===== src/hw/rtl/art2a_pkg.sv =====
// Package for the ART-2A clustering block: status codes, register indexes,
// controller command/status structs. No dependencies.
package art2a_pkg;
	localparam logic [1:0] ST_MATCH = 2'd0;
	localparam logic [1:0] ST_NEW   = 2'd1;
	localparam logic [1:0] ST_FULL  = 2'd2;
	localparam logic [1:0] ST_EMPTY = 2'd3;

	localparam logic [1:0] REG_VIGILANCE = 2'd0;
	localparam logic [1:0] REG_MATCH     = 2'd1;
	localparam logic [1:0] REG_LEARN     = 2'd2;

	localparam int unsigned CFG_W = 17;
	localparam logic [16:0] Q16_ONE = 17'h10000;

	// controller -> datapath
	typedef struct packed {
		logic take;      // store incoming element
		logic clr_acc;   // clear dot product accumulator
		logic mac;       // accumulate product of last read pair
		logic judge;     // compare finished activation with best
		logic rd;        // issue weight read
		logic wr;        // write weight word
		logic wsel;      // 1: write blended value, 0: write sample
	} dp_cmd_t;

	// datapath -> controller
	typedef struct packed {
		logic found;
	} dp_sts_t;
endpackage


===== src/hw/rtl/art2a_ctrl.sv =====
// Controller: element count, row scan, update sequencing, result word.
// Depends on art2a_pkg.
module art2a_ctrl #(
	parameter int FEATURE_DIM = 16,
	parameter int MAX_CATEGORIES = 64,
	localparam int FW = (FEATURE_DIM > 1) ? $clog2(FEATURE_DIM) : 1,
	localparam int CW = (MAX_CATEGORIES > 1) ? $clog2(MAX_CATEGORIES) : 1,
	localparam int NW = $clog2(MAX_CATEGORIES + 1)
) (
	input  logic                clk,
	input  logic                arst_n,
	input  logic                in_valid,
	output logic                in_stall,
	input  logic                req_type,
	output logic                out_valid,
	input  logic                out_stall,
	output logic [5:0]          category,
	output logic [1:0]          status,
	output art2a_pkg::dp_cmd_t  cmd,
	output logic [FW-1:0]       elem,
	output logic [CW-1:0]       row,
	output logic                first_elem,
	output logic                predict,
	output logic [CW-1:0]       judge_row,
	input  logic [CW-1:0]       best_row,
	input  art2a_pkg::dp_sts_t  sts
);
	localparam logic [2:0] S_COLLECT = 3'd0;
	localparam logic [2:0] S_SCAN    = 3'd1;
	localparam logic [2:0] S_JUDGE   = 3'd2;
	localparam logic [2:0] S_DECIDE  = 3'd3;
	localparam logic [2:0] S_BLEND   = 3'd4;
	localparam logic [2:0] S_STORE   = 3'd5;
	localparam logic [2:0] S_OUT     = 3'd6;

	logic [2:0] state_q;
	logic [FW-1:0] idx_q, ridx_q;
	logic [CW-1:0] row_q;
	logic [NW-1:0] count_q;
	logic mode_q, mac_q, last_q, bph_q;
	logic [5:0] cat_q;
	logic [1:0] st_q;
	logic acc_in;
	logic [CW-1:0] tgt_q;

	assign in_stall = (state_q != S_COLLECT);
	assign acc_in = in_valid && !in_stall;
	assign first_elem = (idx_q == '0);
	assign predict = mode_q;
	assign out_valid = (state_q == S_OUT);
	assign category = cat_q;
	assign status = st_q;
	assign judge_row = row_q;

	// drive commands
	always_comb begin
		cmd = '0;
		elem = idx_q;
		row = row_q;
		cmd.take = acc_in;
		cmd.mac = mac_q;
		cmd.judge = (state_q == S_JUDGE);
		cmd.clr_acc = (state_q == S_JUDGE);
		unique case (state_q)
			S_SCAN: begin
				cmd.rd = 1'b1;
				elem = ridx_q;
			end
			S_BLEND: begin
				elem = ridx_q;
				row = tgt_q;
				cmd.wsel = 1'b1;
				cmd.wr = bph_q;
			end
			S_STORE: begin
				elem = ridx_q;
				row = tgt_q;
				cmd.wr = 1'b1;
			end
			default: ;
		endcase
	end

	always_ff @(posedge clk or negedge arst_n) begin
		if (!arst_n) begin
			state_q <= S_COLLECT;
			idx_q <= '0;
			ridx_q <= '0;
			row_q <= '0;
			count_q <= '0;
			mode_q <= 1'b0;
			mac_q <= 1'b0;
			last_q <= 1'b0;
			bph_q <= 1'b0;
			cat_q <= '0;
			st_q <= '0;
			tgt_q <= '0;
		end else begin
			mac_q <= (state_q == S_SCAN);
			unique case (state_q)
				S_COLLECT: if (acc_in) begin
					if (first_elem) mode_q <= req_type;
					ridx_q <= '0;
					row_q <= '0;
					if (32'(idx_q) == FEATURE_DIM - 1) begin
						idx_q <= '0;
						if (count_q == '0) begin
							cat_q <= '0;
							st_q <= req_type && FEATURE_DIM == 1 || mode_q && FEATURE_DIM > 1
								? art2a_pkg::ST_EMPTY : art2a_pkg::ST_NEW;
							tgt_q <= '0;
							if ((FEATURE_DIM == 1) ? req_type : mode_q) state_q <= S_OUT;
							else begin
								count_q <= NW'(1);
								state_q <= S_STORE;
							end
						end else state_q <= S_SCAN;
					end else idx_q <= idx_q + FW'(1);
				end
				S_SCAN: begin
					if (32'(ridx_q) == FEATURE_DIM - 1) begin
						ridx_q <= '0;
						state_q <= S_JUDGE;
						last_q <= (32'(row_q) + 1 == 32'(count_q));
					end else ridx_q <= ridx_q + FW'(1);
				end
				S_JUDGE: begin
					if (mac_q) ; // last product lands this cycle
					state_q <= S_DECIDE;
				end
				S_DECIDE: begin
					if (!last_q) begin
						row_q <= row_q + CW'(1);
						state_q <= S_SCAN;
					end else if (sts.found || mode_q) begin
						cat_q <= 6'(best_row);
						st_q <= art2a_pkg::ST_MATCH;
						tgt_q <= best_row;
						bph_q <= 1'b0;
						state_q <= mode_q ? S_OUT : S_BLEND;
					end else if (32'(count_q) < MAX_CATEGORIES) begin
						cat_q <= 6'(count_q);
						st_q <= art2a_pkg::ST_NEW;
						tgt_q <= CW'(count_q);
						count_q <= count_q + NW'(1);
						state_q <= S_STORE;
					end else begin
						cat_q <= '0;
						st_q <= art2a_pkg::ST_FULL;
						state_q <= S_OUT;
					end
				end
				S_BLEND: begin
					// read phase then write phase per element
					bph_q <= !bph_q;
					if (bph_q) begin
						if (32'(ridx_q) == FEATURE_DIM - 1) begin
							ridx_q <= '0;
							state_q <= S_OUT;
						end else ridx_q <= ridx_q + FW'(1);
					end
				end
				S_STORE: begin
					if (32'(ridx_q) == FEATURE_DIM - 1) begin
						ridx_q <= '0;
						state_q <= S_OUT;
					end else ridx_q <= ridx_q + FW'(1);
				end
				S_OUT: if (!out_stall) state_q <= S_COLLECT;
				default: state_q <= S_COLLECT;
			endcase
		end
	end
endmodule


===== config.mk =====
export PLATFORM = sky130hd
export DESIGN_NAME = art2a_ctrl
export DESIGN_NICKNAME = d
export VERILOG_FILES = /design/src/hw/rtl/art2a_pkg.sv /design/src/hw/rtl/art2a_ctrl.sv
export SDC_FILE = /design/constraint.sdc
export NUM_CORES = 1
export LEC_CHECK = 0
export CORE_ASPECT_RATIO = 2
export CORE_UTILIZATION = 30
export CTS_CLUSTER_DIAMETER = 120
export DETAILED_ROUTE_END_ITERATION = 16
export DONT_BUFFER_PORTS = 1
export GPL_ROUTABILITY_DRIVEN = 0
export GPL_TIMING_DRIVEN = 0
export SLEW_MARGIN = 20
export SYNTH_ARGS = -nofsm -noshare
export SYNTH_HDL_FRONTEND = slang
export SYNTH_SLANG_ARGS = --single-unit

===== constraint.sdc =====
create_clock -name clk -period 2.1 [get_ports clk]
set_clock_uncertainty 0.05 [all_clocks]
set_input_delay 0 -clock clk [delete_from_list [all_inputs] [get_ports clk]]
set_output_delay 0 -clock clk [all_outputs]
set_load 0.01 [all_outputs]

==> flow_metrics.py <==
metrics = {
    "outcome": {
        "outcome": "finished with violations",
        "violations": "setup timing",
    },
    "placed_design": {
        "place_area_um2": 2660,
        "dpl.cell_count": 389,
        "port_buffers": 0,
        "dp_hpwl_um": 5360,
    },
    "detailed_routing": {
        "avgViaCountPerCell": 5.42,
        "drcViolationCount": 0,
        "ant_nets": 0,
        "wl_per_cell_um": 17.6,
        "vias": 2249,
        "drt_iter0_drc": 74,
        "drt_wl_total_um": 7290,
        "first_pass_iters": 4,
    },
    "synthesis": {
        "synth_most_common_cell": "nand2_1",
        "yosys_warnings": 0,
        "synth_top_area_frac": 0.417,
        "synth_edf_count": 0,
        "synth-seq-area-share": 0.417,
        "synth_nets": 311,
        "yosys.area.top_type": "dfrtp_1",
        "syn_avg_cell_area_um2": 8.59,
        "synth_cells": 293,
        "synthFlopType": "dfrtp_1",
        "synth.ff_latch_count": 42,
        "async_reset_ff_frac": 1.00,
        "ys_top_cells_by_count": "nand2_1, dfrtp_1, o21ai_0, clkbuf_1, nor2_1",
        "yosys.cell_types.count": 49,
        "synthTopCellsByArea": "dfrtp_1, nand2_1, o21ai_0",
        "syn-cell-area_um2": 2520,
    },
    "sta": {
        "postLayoutSetupSlackWorst_ns": -0.291,
        "maxSlewViolCount": 0,
        "max_slew.worst_pin.slew_ns": 0.534,
        "slew_headroom": 0.643,
        "fin_crit_ns": 2.39,
        "setup_viol": 22,
        "tns_ns": -2.95,
        "finalHoldViolCount": 0,
        "rsz0062_at_grt": "true",
        "fin_crit_sh": 1.14,
        "clock.fmax_mhz": 418,
    },
    "flow_run": {
        "drv_cap": 0,
    },
    "die": {
        "die_h_um": 132,
        "rows": 46,
        "start_util": 0.315,
        "pin_count": 47,
        "die-width_um": 66.8,
        "core-area_um2": 8000,
        "die-area_um2": 8780,
    },
    "power": {
        "p_per_area_nw_per_um2": 1170,
        "total_power_mw": 3.64,
        "leakage_nw": 1.44,
        "ir_drop_mv": 0.618,
    },
    "layout": {
        "drive_above_1_share": 0.197,
        "final_cells": 415,
        "antennaDiodeCount": 0,
        "syn2layout_area_growth_pct": 23.5,
        "fin_area_um2": 3110,
        "fin_nets": 336,
        "post-route-util": 0.389,
        "nFillCells": 779,
    },
    "clocking": {
        "cts_root_buf": "clkbuf_16",
        "cts-buffers-inserted": 5,
        "clk_pin_slew_ns": 0.06,
        "clockBufferDepth": 2,
        "clock-sinks": 42,
        "htree_levels": 2,
        "cts_tree": "built",
        "clkLatencyLatePin_ns": 0.29,
    },
    "setup_path": {
        "critPathArrivalTime_ns": 2.52,
        "critPathCaptureType": "flop",
        "critPathLaunchType": "flop",
        "path_class": "reg2reg",
        "crit_fanout": 5,
        "cp.required_ns": 2.23,
    },
    "global_route": {
        "grt_pass1_vias": 2304,
        "antenna_found_initial": 0,
        "grt_max_degree": 43,
        "grt_pass1_wl_um": 11600,
        "gr-total-overflow": 0,
        "grt.total_usage": 0.176,
    },
    "min_path": {
        "hold_path_class": "in2reg",
    },
}
## where the power goes
part | total (mW) | switching [mW] | internal [mW] | leakage [nW]
Sequential | 1.41 | 0.356 | 1.05 | 0.555
Combinational | 1.43 | 0.808 | 0.623 | 0.811
Clock | 0.799 | 0.328 | 0.471 | 0.0729
Total | 3.64 | 1.49 | 2.15 | 1.44
## sequential cells by signal (all words and copies together) (netlist names)
name       count
idx_q          4
tgt_q          6
predict        1
count_q        7
last_q         1
bph_q          1
status         2
mac_q          1
judge_row      6
category       6
ridx_q         4
state_q        3
## layout by cell type (no fill, tap or decap), types with 7 or more instances in the layout
master / count
nor2_1: 17
o21ai_0: 21
a21oi_1: 14
nand2_1: 50
clkbuf_1: 10
dfrtp_1: 40
inv_1: 8
nand2b_1: 8
nand3_1: 8
a21o_1: 16
dlygate4sd3_1: 7
buf_4: 12
## repair_timing
action	4_1_cts	5_1_grt
hold buffers	8	0
hold endpoints to repair	52	0
endpoints found under the setup margin	25	36
gates cloned	1	0
setup buffers	7	5
pin swaps	11	5
resized for setup	15	24
## metal layers
metal,GRT usage,wire length [um],share of wire,vias to the layer above
li1,-,-,-,1071
met1,0.179,2610,0.36,1109
met2,0.317,4130,0.57,54
met3,0.0330,322,0.044,15
met4,0.0981,223,0.031,0
met5,0,0,0,-
## cell type report
cell class	instances	area [um2]	share of cell area
multi-input combinational	222	1450	0.465
clock buffer	6	139	0.0447
timing repair buffer	20	199	0.0640
sequential	42	1050	0.339
tap	96	120	0.0386
clock inverter	2	12.5	0.00402
inverter	8	30.0	0.00966
buffer	19	109	0.0350
## kinds of logic (layout without fill, tap and decap cells)
| logic type | Yosys count | count (layout) | synth area share |
|---|---|---|---|
| AND/OR/NAND/NOR | 116 | 116 | 0.228 |
| AO/OA/AOI/OAI | 86 | 86 | 0.220 |
| flip-flops | 42 | 42 | 0.417 |
| buffers and inverters | 29 | 55 | 0.0482 |
| multiplexers | 8 | 8 | 0.0353 |
| adder cells (fa/ha/maj) | 6 | 6 | 0.0298 |
| XOR/XNOR | 6 | 6 | 0.0209 |
## through the flow
step / hold WS, ns / setup WS, ns
2_1_floorplan: -0.346 / -0.200
3_3_place_gp: -0.344 / -0.424
3_5_place_dp: -0.344 / -0.442
4_1_cts: 0.0284 / -0.295
5_1_grt: 0.0366 / -0.332
6_report: 0.0247 / -0.291
## final timing paths
path	start	end	slack, ns	cells after the start
hold / removal	best_row[0]	tgt_q[0]	0.02	3
setup / recovery	count_q[4]	count_q[0]	-0.29	6
hold reg to reg	tgt_q[0]	tgt_q[0]	0.43	1
min in group asynchronous	arst_n	category[1]	0.15	2
setup reg to reg	count_q[4]	count_q[0]	-0.29	6
max in group asynchronous	arst_n	count_q[2]	1.62	2
## worst max-delay path, cell delays in order, from the launching register on
cell and delay [ns]:
dfrtp_1 0.38, or4_4 0.55, o21a_1 0.21, or4b_1 0.52, buf_6 0.14, or2_4 0.25
a21o_1 0.18
(Power assumes the default switching activity.)
